File: config.mk
export PLATFORM = sky130hd
export DESIGN_NAME = button_mode_spray_controller
export DESIGN_NICKNAME = d
export VERILOG_FILES = /design/src/sv/bmsc_pkg.sv /design/src/sv/button_mode_spray_controller.sv /design/src/sv/bmsc_step.sv
export VERILOG_INCLUDE_DIRS = /design/src /design/src/sv
export SDC_FILE = /design/constraint.sdc
export NUM_CORES = 1
export LEC_CHECK = 0
export ABC_AREA = 1
export BUFFER_PORTS_ARGS = -buffer_cell sky130_fd_sc_hd__buf_2
export CORE_UTILIZATION = 54
export CTS_BUF_LIST = sky130_fd_sc_hd__clkbuf_2
export CTS_CLUSTER_DIAMETER = 100
export DETAILED_ROUTE_END_ITERATION = 7
export PLACE_DENSITY = 0.72
export SYNTH_ARGS = -nofsm -noshare
export SYNTH_HDL_FRONTEND = slang
export SYNTH_SLANG_ARGS = --single-unit
File: constraint.sdc
create_clock -name clk -period 5.8 [get_ports clk]
set_clock_uncertainty 0.1 [all_clocks]
set_input_delay 1.45 -clock clk [delete_from_list [all_inputs] [get_ports clk]]
set_output_delay 1.45 -clock clk [all_outputs]
set_load 0.005 [all_outputs]
File: src/sv/button_mode_spray_controller_macros.svh
// Assertion macros for the button mode spray controller.
// Used by the top level; no other dependencies.
`ifndef BUTTON_MODE_SPRAY_CONTROLLER_MACROS_SVH
`define BUTTON_MODE_SPRAY_CONTROLLER_MACROS_SVH
`ifndef SYNTH
`define BMSC_ASSERT(lbl, clk_s, rstn_s, prop) \
  lbl: assert property (@(posedge clk_s) disable iff (!(rstn_s)) prop) \
    else $error("bmsc assertion failed");
`define BMSC_ASSERT_ALWAYS(lbl, clk_s, prop) \
  lbl: assert property (@(posedge clk_s) prop) \
    else $error("bmsc assertion failed");
`else
`define BMSC_ASSERT(lbl, clk_s, rstn_s, prop)
`define BMSC_ASSERT_ALWAYS(lbl, clk_s, prop)
`endif
`endif

File: src/sv/bmsc_pkg.sv
// Types and constants for the button mode spray controller.
// No dependencies.
`timescale 1ns / 1ps
package bmsc_pkg;

  localparam logic [2:0] MODE_OFF      = 3'd0;
  localparam logic [2:0] MODE_BOTH     = 3'd1;
  localparam logic [2:0] MODE_LEFT     = 3'd2;
  localparam logic [2:0] MODE_RIGHT    = 3'd3;
  localparam logic [2:0] MODE_INTERVAL = 3'd4;

  localparam logic [2:0] CFG_DEBOUNCE   = 3'd0;
  localparam logic [2:0] CFG_LONG_PRESS = 3'd1;
  localparam logic [2:0] CFG_LED_TMO    = 3'd2;
  localparam logic [2:0] CFG_HALF_SEC   = 3'd3;
  localparam logic [2:0] CFG_PHASES     = 3'd4;
  localparam logic [2:0] CFG_SPRAY_ON   = 3'd5;
  localparam logic [2:0] CFG_CONT_LIM   = 3'd6;
  localparam logic [2:0] CFG_INT_LIM    = 3'd7;

  localparam int CFG_DATA_W = 14;

  typedef struct packed {
    logic [7:0]  debounce_ticks;
    logic [9:0]  long_press_ticks;
    logic [10:0] led_timeout_ticks;
    logic [6:0]  ticks_per_half_second;
    logic [3:0]  phases_per_cycle;
    logic [3:0]  spray_on_phases;
    logic [13:0] continuous_limit;
    logic [13:0] interval_limit;
  } cfg_t;

  localparam cfg_t CFG_RESET = '{
    debounce_ticks:        8'd8,
    long_press_ticks:      10'd300,
    led_timeout_ticks:     11'd1000,
    ticks_per_half_second: 7'd50,
    phases_per_cycle:      4'd12,
    spray_on_phases:       4'd6,
    continuous_limit:      14'd7200,
    interval_limit:        14'd9600
  };

  typedef struct packed {
    logic [9:0]  press_count;
    logic        long_seen;
    logic [2:0]  mode;
    logic        led_en;
    logic [10:0] led_timer;
    logic [6:0]  tick_in_phase;
    logic [3:0]  phase_index;
    logic [13:0] session_cycles;
    logic        drv_left;
    logic        drv_right;
    logic        drv_led;
  } state_t;

  localparam state_t STATE_RESET = '{
    press_count:    10'd0,
    long_seen:      1'b0,
    mode:           MODE_OFF,
    led_en:         1'b0,
    led_timer:      11'd0,
    tick_in_phase:  7'd0,
    phase_index:    4'd0,
    session_cycles: 14'd0,
    drv_left:       1'b0,
    drv_right:      1'b0,
    drv_led:        1'b1
  };

endpackage

File: src/sv/button_mode_spray_controller.sv
// Button mode spray controller: top level with config, state and result registers.
// Depends on bmsc_pkg, bmsc_step and button_mode_spray_controller_macros.svh.
//
// Usage:
// - Input channel (in_valid/in_ready/in_key_level): one transaction per 10 ms tick,
//   carrying the button level.
// - Result channel (out_valid/out_ready/out_*): one transaction per input tick with
//   head drives, LED, sleep request, current mode and LED enable after that tick.
// - Config port (cfg_we/cfg_index/cfg_wdata): single-cycle register writes, no
//   read-back; write only while no tick is in flight.
// Result: registered, and valid in the cycle after its tick is accepted.
// Throughput: one tick per cycle while out_ready is high; the whole per-tick update is one pass of
// combinational logic from the state register to the result register.
// Reset: synchronous, active low; config and state registers return to their default values,
// state clears with the LED bit set, and no result is pending.
// Stall: while out_ready is low the result holds; a new tick is still taken
// in the same cycle that the pending result leaves.
`timescale 1ns / 1ps
`include "button_mode_spray_controller_macros.svh"
module button_mode_spray_controller (
  input  logic        clk,
  input  logic        rst_n,
  input  logic        cfg_we,
  input  logic [2:0]  cfg_index,
  input  logic [13:0] cfg_wdata,
  input  logic        in_valid,
  output logic        in_ready,
  input  logic        in_key_level,
  output logic        out_valid,
  input  logic        out_ready,
  output logic        out_left_spray,
  output logic        out_right_spray,
  output logic        out_led_lit,
  output logic        out_sleep_request,
  output logic [2:0]  out_mode_now,
  output logic        out_led_enabled
);

  bmsc_pkg::cfg_t   cfg_r;
  bmsc_pkg::state_t st_r;
  bmsc_pkg::state_t st_nxt;
  logic             slept;
  logic             out_valid_r;
  logic             left_r, right_r, led_r, sleep_r, led_en_r;
  logic [2:0]       mode_r;
  logic             in_fire;

  assign in_ready = !out_valid_r || out_ready;
  assign in_fire  = in_valid && in_ready;

  always_ff @(posedge clk) begin
    if (!rst_n) begin
      cfg_r <= bmsc_pkg::CFG_RESET;
    end else if (cfg_we) begin
      case (cfg_index)
        bmsc_pkg::CFG_DEBOUNCE:   cfg_r.debounce_ticks        <= cfg_wdata[7:0];
        bmsc_pkg::CFG_LONG_PRESS: cfg_r.long_press_ticks      <= cfg_wdata[9:0];
        bmsc_pkg::CFG_LED_TMO:    cfg_r.led_timeout_ticks     <= cfg_wdata[10:0];
        bmsc_pkg::CFG_HALF_SEC:   cfg_r.ticks_per_half_second <= cfg_wdata[6:0];
        bmsc_pkg::CFG_PHASES:     cfg_r.phases_per_cycle      <= cfg_wdata[3:0];
        bmsc_pkg::CFG_SPRAY_ON:   cfg_r.spray_on_phases       <= cfg_wdata[3:0];
        bmsc_pkg::CFG_CONT_LIM:   cfg_r.continuous_limit      <= cfg_wdata;
        bmsc_pkg::CFG_INT_LIM:    cfg_r.interval_limit        <= cfg_wdata;
        default: begin
        end
      endcase
    end
  end

  bmsc_step u_step (
    .cfg       (cfg_r),
    .st        (st_r),
    .key_level (in_key_level),
    .st_nxt    (st_nxt),
    .slept     (slept)
  );

  always_ff @(posedge clk) begin
    if (!rst_n) begin
      st_r        <= bmsc_pkg::STATE_RESET;
      out_valid_r <= 1'b0;
    end else begin
      if (in_fire) begin
        st_r        <= st_nxt;
        out_valid_r <= 1'b1;
      end else if (out_ready) begin
        out_valid_r <= 1'b0;
      end
    end
  end

  always_ff @(posedge clk) begin
    if (in_fire) begin
      left_r   <= st_nxt.drv_left;
      right_r  <= st_nxt.drv_right;
      led_r    <= st_nxt.drv_led;
      sleep_r  <= slept;
      mode_r   <= st_nxt.mode;
      led_en_r <= st_nxt.led_en;
    end
  end

  assign out_valid         = out_valid_r;
  assign out_left_spray    = left_r;
  assign out_right_spray   = right_r;
  assign out_led_lit       = led_r;
  assign out_sleep_request = sleep_r;
  assign out_mode_now      = mode_r;
  assign out_led_enabled   = led_en_r;

  `BMSC_ASSERT(a_accept_gives_result, clk, rst_n, in_fire |=> out_valid_r)
  `BMSC_ASSERT(a_sleep_clears_outputs, clk, rst_n, (out_valid_r && sleep_r) |-> (mode_r == bmsc_pkg::MODE_OFF && !left_r && !right_r && !led_r))
  `BMSC_ASSERT(a_left_mode_drive, clk, rst_n, (out_valid_r && mode_r == bmsc_pkg::MODE_LEFT) |-> (left_r && !right_r))
  `BMSC_ASSERT(a_led_en_only_on_tick, clk, rst_n, !in_fire |=> $stable(st_r.led_en))
  `BMSC_ASSERT_ALWAYS(a_reset_empties_output, clk, !rst_n |=> !out_valid_r)

endmodule

File: src/sv/bmsc_step.sv
// Next-state logic for one tick: LED drive, button decode, timekeeping.
// Depends on bmsc_pkg.
`timescale 1ns / 1ps
module bmsc_step (
  input  bmsc_pkg::cfg_t   cfg,
  input  bmsc_pkg::state_t st,
  input  logic             key_level,
  output bmsc_pkg::state_t st_nxt,
  output logic             slept
);

  always_comb begin
    bmsc_pkg::state_t n;
    logic [10:0] hold;
    logic [13:0] limit;
    logic        click_short;
    logic        click_long;
    logic        on;

    n           = st;
    slept       = 1'b0;
    click_short = 1'b0;
    click_long  = 1'b0;
    on          = 1'b0;
    limit       = cfg.continuous_limit;
    hold        = (cfg.led_timeout_ticks == 11'h7FF) ? 11'h7FF
                                                     : cfg.led_timeout_ticks + 11'd1;

    // drive and LED
    if (n.led_timer != 11'h7FF) n.led_timer = n.led_timer + 11'd1;
    if (n.led_timer >= cfg.led_timeout_ticks) begin
      if (!n.led_en) n.drv_led = 1'b0;
      n.led_timer = hold;
    end
    if (n.led_en) n.drv_led = 1'b1;
    if (n.mode == bmsc_pkg::MODE_INTERVAL) begin
      on          = n.phase_index < cfg.spray_on_phases;
      n.drv_left  = on;
      n.drv_right = on;
    end

    // button decode
    if (key_level) begin
      if (n.press_count != 10'h3FF) n.press_count = n.press_count + 10'd1;
      if (n.press_count >= cfg.long_press_ticks) begin
        n.press_count = cfg.long_press_ticks;
        if (!n.long_seen) begin
          n.long_seen = 1'b1;
          click_long  = 1'b1;
        end
      end
    end else begin
      if (n.press_count >= cfg.long_press_ticks) begin
        n.long_seen = 1'b0;
      end else if (n.press_count >= {2'b00, cfg.debounce_ticks}) begin
        click_short = 1'b1;
      end
      n.press_count = 10'd0;
    end

    if (click_short) begin
      n.mode = (n.mode >= bmsc_pkg::MODE_INTERVAL) ? bmsc_pkg::MODE_OFF : n.mode + 3'd1;
      case (n.mode)
        bmsc_pkg::MODE_OFF: begin
          n.drv_left  = 1'b0;
          n.drv_right = 1'b0;
        end
        bmsc_pkg::MODE_BOTH: begin
          n.drv_left  = 1'b1;
          n.drv_right = 1'b1;
        end
        bmsc_pkg::MODE_LEFT: begin
          n.drv_left  = 1'b1;
          n.drv_right = 1'b0;
        end
        bmsc_pkg::MODE_RIGHT: begin
          n.drv_left  = 1'b0;
          n.drv_right = 1'b1;
        end
        default: begin
        end
      endcase
    end else if (click_long) begin
      if (n.led_en) begin
        n.led_en    = 1'b0;
        n.led_timer = hold;
      end else begin
        n.led_en = 1'b1;
      end
    end

    // timekeeping
    if (n.tick_in_phase != 7'h7F) n.tick_in_phase = n.tick_in_phase + 7'd1;
    if (n.tick_in_phase >= cfg.ticks_per_half_second) begin
      n.tick_in_phase = 7'd0;
      if (n.phase_index != 4'hF) n.phase_index = n.phase_index + 4'd1;
      if (n.phase_index >= cfg.phases_per_cycle) begin
        limit = (n.mode < bmsc_pkg::MODE_INTERVAL) ? cfg.continuous_limit
                                                   : cfg.interval_limit;
        n.phase_index = 4'd0;
        if (n.session_cycles != 14'h3FFF) n.session_cycles = n.session_cycles + 14'd1;
        if (n.session_cycles >= limit) begin
          n.session_cycles = 14'd0;
          n.mode           = bmsc_pkg::MODE_OFF;
          n.drv_left       = 1'b0;
          n.drv_right      = 1'b0;
          n.drv_led        = 1'b0;
          slept            = 1'b1;
        end
        if (n.mode == bmsc_pkg::MODE_OFF && n.led_timer >= cfg.led_timeout_ticks
            && !n.led_en) begin
          n.session_cycles = 14'd0;
          n.drv_left       = 1'b0;
          n.drv_right      = 1'b0;
          n.drv_led        = 1'b0;
          slept            = 1'b1;
        end
      end
    end

    st_nxt = n;
  end

endmodule

* After elaboration in Yosys (flattened, before gate mapping)
Cells that the tools add are included. Widths: inputs -> output; s select.
Word-level totals: flip-flop bits (word level) 135, memories 0, bits in writable memories 0, bits in read-only memories 0, output and inout port bits 10, latch bits 0
Operators by class: shift operators 0, bitwise gates (word level) 0, $mul 0, add/sub/neg operators 7, muxes and demuxes 45, reduce and logical (&&, ||, !) cells 23, equality and inequality tests 18, $lt $le $gt $ge 11, div/mod/pow operators 0
Operator list (count):
- $mux 11 | 6
- $mux 14 | 4
- $mux 17 | 2
- $mux 28 | 1
- $mux 12 | 2
- $add 11x1->11 const B | 2
- $ge 11x11->1 | 2
- $mux 21 | 1
- $mux 3 | 7
- $ge 10x10->1 | 2
- $mux 10 | 2
- $reduce_and 2->1 | 10
- $eq 3x3->1 const B | 5
- $add 14x1->14 const B | 1
- $ge 14x14->1 | 1
- $mux 1 | 14
- $ne 14x14->1 const B | 1
- $eq 3x2->1 const B | 4
- $eq 11x11->1 const B | 1
- $ne 11x11->1 const B | 1
- $add 10x1->10 const B | 1
- $ge 10x8->1 | 1
- $ne 10x10->1 const B | 1
- $logic_not 3->1 | 3
- 21 further kinds | 29

* Longest topological paths before layout
Gate-level depths: netlist (run 1).
word-level depth 17, depth in mapped cells 33, mapped depth without buffers 32

* By module
From an unflattened synthesis (run 1), not the netlist that was laid out.
Unflattened totals: cell total of the unflattened synthesis 1404, area, all modules 9516.6 µm²
Modules (own cells, without submodules):
- button_mode_spray_controller | cells an instance 703, sequential area each 2782.7 µm², area an instance 5267.6 µm², instances 1
- bmsc_step | cells an instance 701, sequential area each 0.0 µm², area an instance 4249.1 µm², instances 1

* Worst setup path after synthesis (run 1)
No wires, ideal clock.
path type reg-to-reg, start register st_r[45] in the netlist's numbering, end register left_r (netlist: out_left_spray), data pin, stages on the path, launching flop included 33, slack 1412 ps, setup time 251 ps, arrival time 4037 ps, required time 5449 ps, cell sequence dfxtp_1 > ha_1 > nand3_1 > nor2_1 > nand3_1 > nor2_1 > nand2_1 > nand3_1 > xor2_1 > inv_1 > ha_1 > a21oi_1 > o21a_1 > and2_2 > nand3_4 > nand4_1 > nand2_1 > buf_2 > o211ai_1 > nand2_1 > inv_1 > ha_1 > nand4_1 > nor3_1 > nand2_1 > nand4_1 > nand3_1 > nor2_1 > nand2_2 > nand2_2 > nand2_2 > nand2_1 > inv_1
RTL lines:
- start, declared | line button_mode_spray_controller.sv:40 | bmsc_pkg::state_t st_r;
- start signal, assigned | line button_mode_spray_controller.sv:80 | st_r <= bmsc_pkg::STATE_RESET;
- start signal, assigned | line button_mode_spray_controller.sv:84 | st_r <= st_nxt;
- end signal, assigned | line button_mode_spray_controller.sv:94 | left_r <= st_nxt.drv_left;
- end, declared | line button_mode_spray_controller.sv:44 | logic left_r, right_r, led_r, sleep_r, led_en_r;

==> summary.txt, run 1 <==
Yosys
  • YS warnings: 0
  • Area share of the largest cell type after synthesis: between 30% and 40%
  • Syn Area/Cell: between 7 and 8 µm²
  • Yosys reg bits: 135
  • Cell accounting for the most synthesized area: dfxtp_1
  • Synth Cell Area: 8471 µm²
  • Synth Net Count: approximately 1300
  • Distinct cells, synth: 54
  • Synth area leaders: dfxtp_1 (30%), ha_1 (13%), nand2_1 (9.8%), a21oi_1 (6.3%), inv_1 (6.2%)
  • Post-synthesis sequential area ratio: 32.85%
  • Post-synth ARST share: 0%
  • Ys flop type: dfxtp_1
  • Post-Synthesis Cells: about 1200
  • Number of synthesized flops with an enable pin: 8

CTS
  • Resized Gates After CTS: 0
  • Clock H-tree levels: 4
  • Setup bufs post-CTS: 0
  • Max clock buf depth: 2
  • Root Buffer: clkbuf_2
  • Clk Latency, worst-skew pair: between 0.7 and 0.8 ns
  • Clock sinks: between 100 and 150
  • Worst-path clk slew: between 0.2 and 0.25 ns
  • CTS tree: yes
  • CTS buffer count: 17
  • Hold Buf Count CTS: 0

Layout
  • Most common cell after layout, fill and taps aside: nand2_1
  • Area grow syn2layout: 6.987%
  • Most frequent cells in the layout: nand2_1 (219), inv_1 (140), dfxtp_1 (125)
  • Share of cells above drive strength 1: 9.265%
  • # nets final: 1294

Floorplan
  • I/O Pins: 33
  • Core Rows: between 40 and 50
  • Die Width: ~130 µm
  • Die ar.: around 16000 µm²
  • Core area: between 15000 and 20000 µm²
  • Initial core utilization: 55.51%
  • Die Span Y: around 130 µm

Drt
  • WL/cell: approximately 15 µm
  • Antenna-violating nets left: 0
  • Initial DRC count: roughly 500
  • Vias post-DR: between 7000 and 8000
  • Remaining DRCs: 0
  • 1st-pass router iterations: 5
  • Detailed-route wire length: roughly 21000 µm
  • Via density: between 5 and 6

Power
  • Part of the power in the clock network: 31.7%
  • Leak: 4.422 nW
  • Internal: between 0.001 and 0.0015 W
  • Pwr dens: approximately 210 nW/µm²
  • Sequential power share: between 50% and 60%
  • Comb pwr share: approximately 15%
  • Switching Share: 31.57%
  • Net Switching: 0.0005904 W
  • VDD IR max: between 100 and 150 µV

Timing
  • Slew Viols, Final: 0
  • Setup violators final: 0
  • Final period util: around nine tenths
  • Tmin final: roughly 5.2 ns
  • Worst-margin pin slew: between 0.8 and 0.9 ns
  • Setup_tns: 0 ns
  • RSZ-0062 raised after global routing: false
  • Relative slew margins: 45.39%
  • Fin Hold WS: between 0.3 and 0.4 ns
  • Fmax: 192.0 MHz
  • Final hold vios: 0

Run
  • Max-cap violations: 0

Global route
  • Total GRT Usage: between 20 and 30%
  • Largest net degree at the start of global routing: 49
  • First-pass GRT wire length: between 30000 and 40000 µm
  • Vias in the first global route: approximately 7000
  • Overflow after GRT: 0
  • Initial antenna violation count: 1

Critical path
  • CP peak stage delay: 0.43 ns
  • Worst EP required: approximately 6.2 ns
  • R2r setup slk: about 0.59 ns
  • Crit path DAT: 5.61 ns
  • Nature of the critical path startpoint: register
  • Max FO, Critical Path: 18
  • Crit. End Element: register
  • Crit path top cell by count: nand2_2
  • Critical Path Slowest Stage Cell: dfxtp_2
  • Worst Path Class, Setup: reg2reg

Place
  • Detailed Place HPWL: ~16000 µm
  • RD Place Congestion: 0.9272
  • Port bufs: 32

Hold path
  • Min-Delay Path Class: reg2reg

Status
  • Status: completed
==> state kept, by name, summed over array words and instances (netlist names) <==
register           flops
cfg_r                 72
st_r                  54
out_mode_now           3
out_led_enabled        1
out_led_lit            1
out_left_spray         1
out_right_spray        1
out_sleep_request      1
out_valid              1
==> worst max-delay path, delay by kind of cell, from the launching register on <==
family	cells	cell delay, ns
XOR/XNOR	1	0.20
AO/OA/AOI/OAI	2	0.27
adder cells (fa/ha/maj)	3	0.81
AND/OR/NAND/NOR	22	3.02
buffers and inverters	3	0.16
flip-flops	1	0.43
==> per-stage QoR <==
step	instances	util (%)	setup slack [ns]	total power, W	area, µm²
detailed placement	1377	57.67	0.4536	0.001292	8800
floorplan	1161	-	1.412	0.001211	8471
finish	1410	59.39	0.5905	0.001870	9062
CTS	1409	59.33	0.3989	0.001889	9052
global route	1410	59.39	0.06398	0.001977	9062
global placement	1377	57.67	0.6472	0.001288	8800
==> cell type report <==
class	count	area, µm²
clock buffers	17	85.08
well taps	211	264.0
clock inverters	15	167.7
flip-flops and latches	135	2785
fillers	1481	6196
repair buffers	42	235.2
multi-input cells	844	4979
diodes	1	2.502
inverters	145	544.3
==> synthesized netlist by cell type (5+ instances only) <==
| cell type | n |
|---|---|
| a21oi_1 | 106 |
| nand2_1 | 221 |
| buf_2 | 6 |
| o21ai_0 | 89 |
| nor2_1 | 117 |
| clkbuf_1 | 23 |
| mux2i_1 | 13 |
| xor2_1 | 28 |
| inv_1 | 140 |
| o21a_1 | 5 |
| nand2_2 | 7 |
| nand4_1 | 26 |
| nor4_1 | 5 |
| ha_1 | 86 |
| edfxtp_1 | 8 |
| xnor2_1 | 7 |
| o211ai_1 | 32 |
| nor3_1 | 8 |
| dfxtp_1 | 127 |
| nand3_1 | 50 |
==> power groups by stage <==
stage | clock, W | sequential [W] | combinational (W)
3_5_place_dp | 0 | 0.00102 | 0.000277
6_report | 0.000594 | 0.000997 | 0.000280
3_3_place_gp | 0 | 0.00101 | 0.000273
2_1_floorplan | 0 | 0.00101 | 0.000200
4_1_cts | 0.000613 | 0.000997 | 0.000279
5_1_grt | 0.000654 | 0.00100 | 0.000321
==> final timing paths <==
check | from | to | cells past startpoint
worst max register to register | st_r[44] | out_right_spray | 31
worst min-delay path | cfg_r[68] | cfg_r[68] | 2
worst max-delay path | st_r[44] | out_right_spray | 31
worst min register to register | cfg_r[68] | cfg_r[68] | 2
==> routing by layer <==
metal / up-vias / wire length [µm] / track usage [%]
li1: 3951 / - / -
met2: 188 / 9122 / 42.79
met3: 32 / 961 / 4.690
met4: 0 / 463 / 9.734
met1: 3490 / 10060 / 37.26
met5: - / 0 / 0
==> kinds of logic (layout without fill, tap and decap cells) <==
kind of cell               Yosys count  count (layout)  share of synthesized area (%)
adders and majority gates           86              86                          12.70
buffers and inverters              182             219                          8.434
AOI/OAI and AO/OA                  248             248                          16.17
DFF                                135             135                          32.85
and+or+nand+nor                    459             459                          24.22
xor gates and xnor gates            36              36                          3.811
muxes                               15              15                          1.802
other                                0               1                              0
No activity file was read; power rests on OpenSTA's default activity.
==> run 2, diff against run 1 <==
--- a/config.mk
+++ b/config.mk
@@ -8,6 +8,8 @@
 export LEC_CHECK = 0
 export ABC_AREA = 1
 export BUFFER_PORTS_ARGS = -buffer_cell sky130_fd_sc_hd__buf_2
+export CORE_ASPECT_RATIO = 0.9
+export CORE_MARGIN = 5
 export CORE_UTILIZATION = 54
 export CTS_BUF_LIST = sky130_fd_sc_hd__clkbuf_2
 export CTS_CLUSTER_DIAMETER = 100
==> run 2 against run 1 <==
  * Via count shrank 0.27%
  * Core utilization fell by 0.59 points
  * Clock power increased by 3%
  * Combinational power barely moved
==> summary.txt, run 2 (synthesis results as in run 1) <==
Timing
  • Setup_tns: 0 ns (unchanged)
  • Fmax: 191.5 MHz (-0.23%)
  • Tmin final: 5.221 ns (+0.01179 ns)
  • Setup violators final: 0 (unchanged)
  • Relative slew margins: 43.61% (-1.8 points)
  • Slew Viols, Final: 0 (unchanged)
  • RSZ-0062 raised after global routing: false
  • Final hold vios: 0 (unchanged)
  • Final period util: 90.02% (+0.20 points)
  • Worst-margin pin slew: 0.8428 ns (+0.02666 ns)

Layout
  • Share of cells above drive strength 1: 9.182% (-0.083 points)
  • Largest register FFs: 72 (unchanged)
  • Area grow syn2layout: 6.824%
  • Filler cells: 1484 (+0.20%)
  • Largest Register: cfg_r
  • # nets final: 1294 (unchanged)
  • Final core utilization: 58.81% (-0.59 points)
  • Most frequent cells in the layout: nand2_1 (219), inv_1 (140), dfxtp_1 (126)
  • Most common cell after layout, fill and taps aside: nand2_1

CTS
  • CTS buffer count: 17 (unchanged)
  • Clk Latency, worst-skew pair: 0.73 ns (about the same)
  • Clock H-tree levels: 4 (unchanged)
  • Max clock buf depth: 2 (unchanged)
  • Worst-path clk slew: 0.23 ns (+0.02 ns)
  • CTS tree: yes
  • Clock sinks: 135 (unchanged)
  • Root Buffer: clkbuf_2

Power
  • Part of the power in the clock network: 32.3% (+0.6 points)
  • Comb pwr share: 14.9% (about the same)
  • VDD IR max: 147.2 µV (-1.5%)
  • Net Switching: 0.0006085 W (+3.1%)
  • Pwr Total: 0.001889 W (+0.99%)
  • Switching Share: 32.22% (+0.65 points)
  • Leak: 4.417 nW (-0.12%)
  • Internal: 0.001280 W (about the same)
  • Pwr dens: 208.7 nW/µm² (+1.1%)
  • Sequential power share: 52.8% (-0.5 points)

Floorplan
  • Initial core utilization: 55.05% (-0.46 points)
  • Core area: 15390 µm² (+0.84%)
  • Die Span Y: 128.8 µm (+1.2%)
  • Die ar.: 18290 µm² (+13%)
  • Die Width: 142.0 µm (+12%)
  • I/O Pins: 33 (unchanged)
  • Core Rows: 43 (-4.4%)

Drt
  • Vias post-DR: 7640 (-0.27%)
  • Via density: 5.453 (+0.37%)
  • Antenna-violating nets left: 0 (unchanged)
  • 1st-pass router iterations: 6 (+1)
  • Detailed-route wire length: 20960 µm (+1.7%)
  • WL/cell: 14.96 µm (+2.4%)
  • Remaining DRCs: 0 (unchanged)
  • Initial DRC count: 575 (+16%)

Global route
  • Total GRT Usage: 23.77% (-3.3 points)
  • Initial antenna violation count: 1 (unchanged)
  • Largest net degree at the start of global routing: 58 (+18%)
  • First-pass GRT wire length: 35200 µm (+2.7%)
  • Vias in the first global route: 7243 (+3.6%)
  • Overflow after GRT: 0 (unchanged)

Run
  • Max-cap violations: 0 (unchanged)

Place
  • RD Place Congestion: 0.9057 (-2.3%)
  • Detailed Place HPWL: 15340 µm (-1.1%)
  • Port bufs: 32 (unchanged)

Hold path
  • Worst Hold End: cfg_r[71]
  • Hold path startpoint: cfg_r[71]
  • WHS Path Cells: 2 (unchanged)
  • Min-Delay Path Class: reg2reg

Critical path
  • R2r setup slk: 0.58 ns (about the same)
  • Crit. End Element: register
  • Reg2reg end: out_left_spray
  • Critical Path Slowest Stage Cell: dfxtp_1
  • Crit path DAT: 5.64 ns (+0.03 ns)
  • Max FO, Critical Path: 18 (unchanged)
  • Nature of the critical path startpoint: register
  • Worst Path Class, Setup: reg2reg
  • R2r startpoint: st_r[44]
  • Worst EP required: 6.22 ns (+0.02 ns)
  • Worst R2R Path Depth: 31 (unchanged)
  • CP peak stage delay: 0.46 ns (+0.03 ns)

Status
  • Status: completed
==> run 2: changes by cell type in the layout (fill, tap and decap cells not counted) <==
cell / previous run / this run
clkinv_2: 0 / 1
clkinv_4: 6 / 2
clkinvlp_4: 1 / 3
dfxtp_1: 125 / 126
dfxtp_2: 2 / 1
inv_6: 5 / 4
inv_8: 0 / 2
==> run 2: routing by layer <==
layer  vias up  share of wire (%)  GRT usage (%)  wire length (µm)
met4         0                1.9          6.603               392
met3        28                4.8          4.311              1005
met2       174                 45          38.30              9459
li1       3939                  -              -                 -
met5         -                  0              0                 0
met1      3499                 48          32.85             10100
==> run 2: what timing repair did <==
item	in CTS	in global routing
setup buffers	0	0
resized for setup	0	3
hold buffers	0	0
endpoints found under the setup margin	0	15
==> run 2: per-stage QoR <==
stage	hold slack, ns	instances	setup WS (ns)	instance area, µm²
floorplan	0.3282	1161	1.412	8471
detailed placement	0.3417	1368	0.4088	8788
finish	0.3757	1401	0.5787	9049
CTS	0.3774	1400	0.4006	9040
global placement	0.3360	1368	0.5839	8788
global route	0.3996	1401	0.006603	9049
==> run 2: layout make-up <==
class	instances	area [µm²]	share of cell area [%]
Antenna cell	1	2.502	0.02765
Clock buffer	17	85.08	0.9403
Clock inverter	15	166.4	1.839
Inverter	145	544.3	6.015
Multi-Input combinational cell	844	4979	55.02
Sequential cell	135	2784	30.77
Tap cell	202	252.7	2.793
Timing Repair Buffer	42	235.2	2.600
==> run 2: power by group through the flow <==
stage	logic [W]	clock network, W	registers, W
CTS	0.000280	0.000622	0.000998
global route	0.000322	0.000667	0.00100
floorplan	0.000200	0	0.00101
finish	0.000281	0.000610	0.000998
detailed placement	0.000278	0	0.00102
global placement	0.000274	0	0.00101
==> run 2: critical path, delay by kind of cell (launching register included) <==
kind	cells	cell delay, ns
AND/OR/NAND/NOR	21	2.90
adder cells (fa/ha/maj)	3	0.82
flip-flops	1	0.46
AO/OA/AOI/OAI	3	0.40
XOR/XNOR	1	0.18
buffers and inverters	3	0.15
==> run 2: how the worst max path moves through the flow <==
stage	to	slack, ns	cells after the start	startpoint
after global placement	out_left_spray	0.58	31	st_r[45]
after floorplan	out_left_spray	1.41	32	st_r[45]
after CTS	out_left_spray	0.40	31	st_r[45]
after detailed placement	out_led_lit	0.41	31	st_r[45]
final	out_left_spray	0.58	31	st_r[44]
after global routing	out_led_lit	0.007	31	st_r[44]
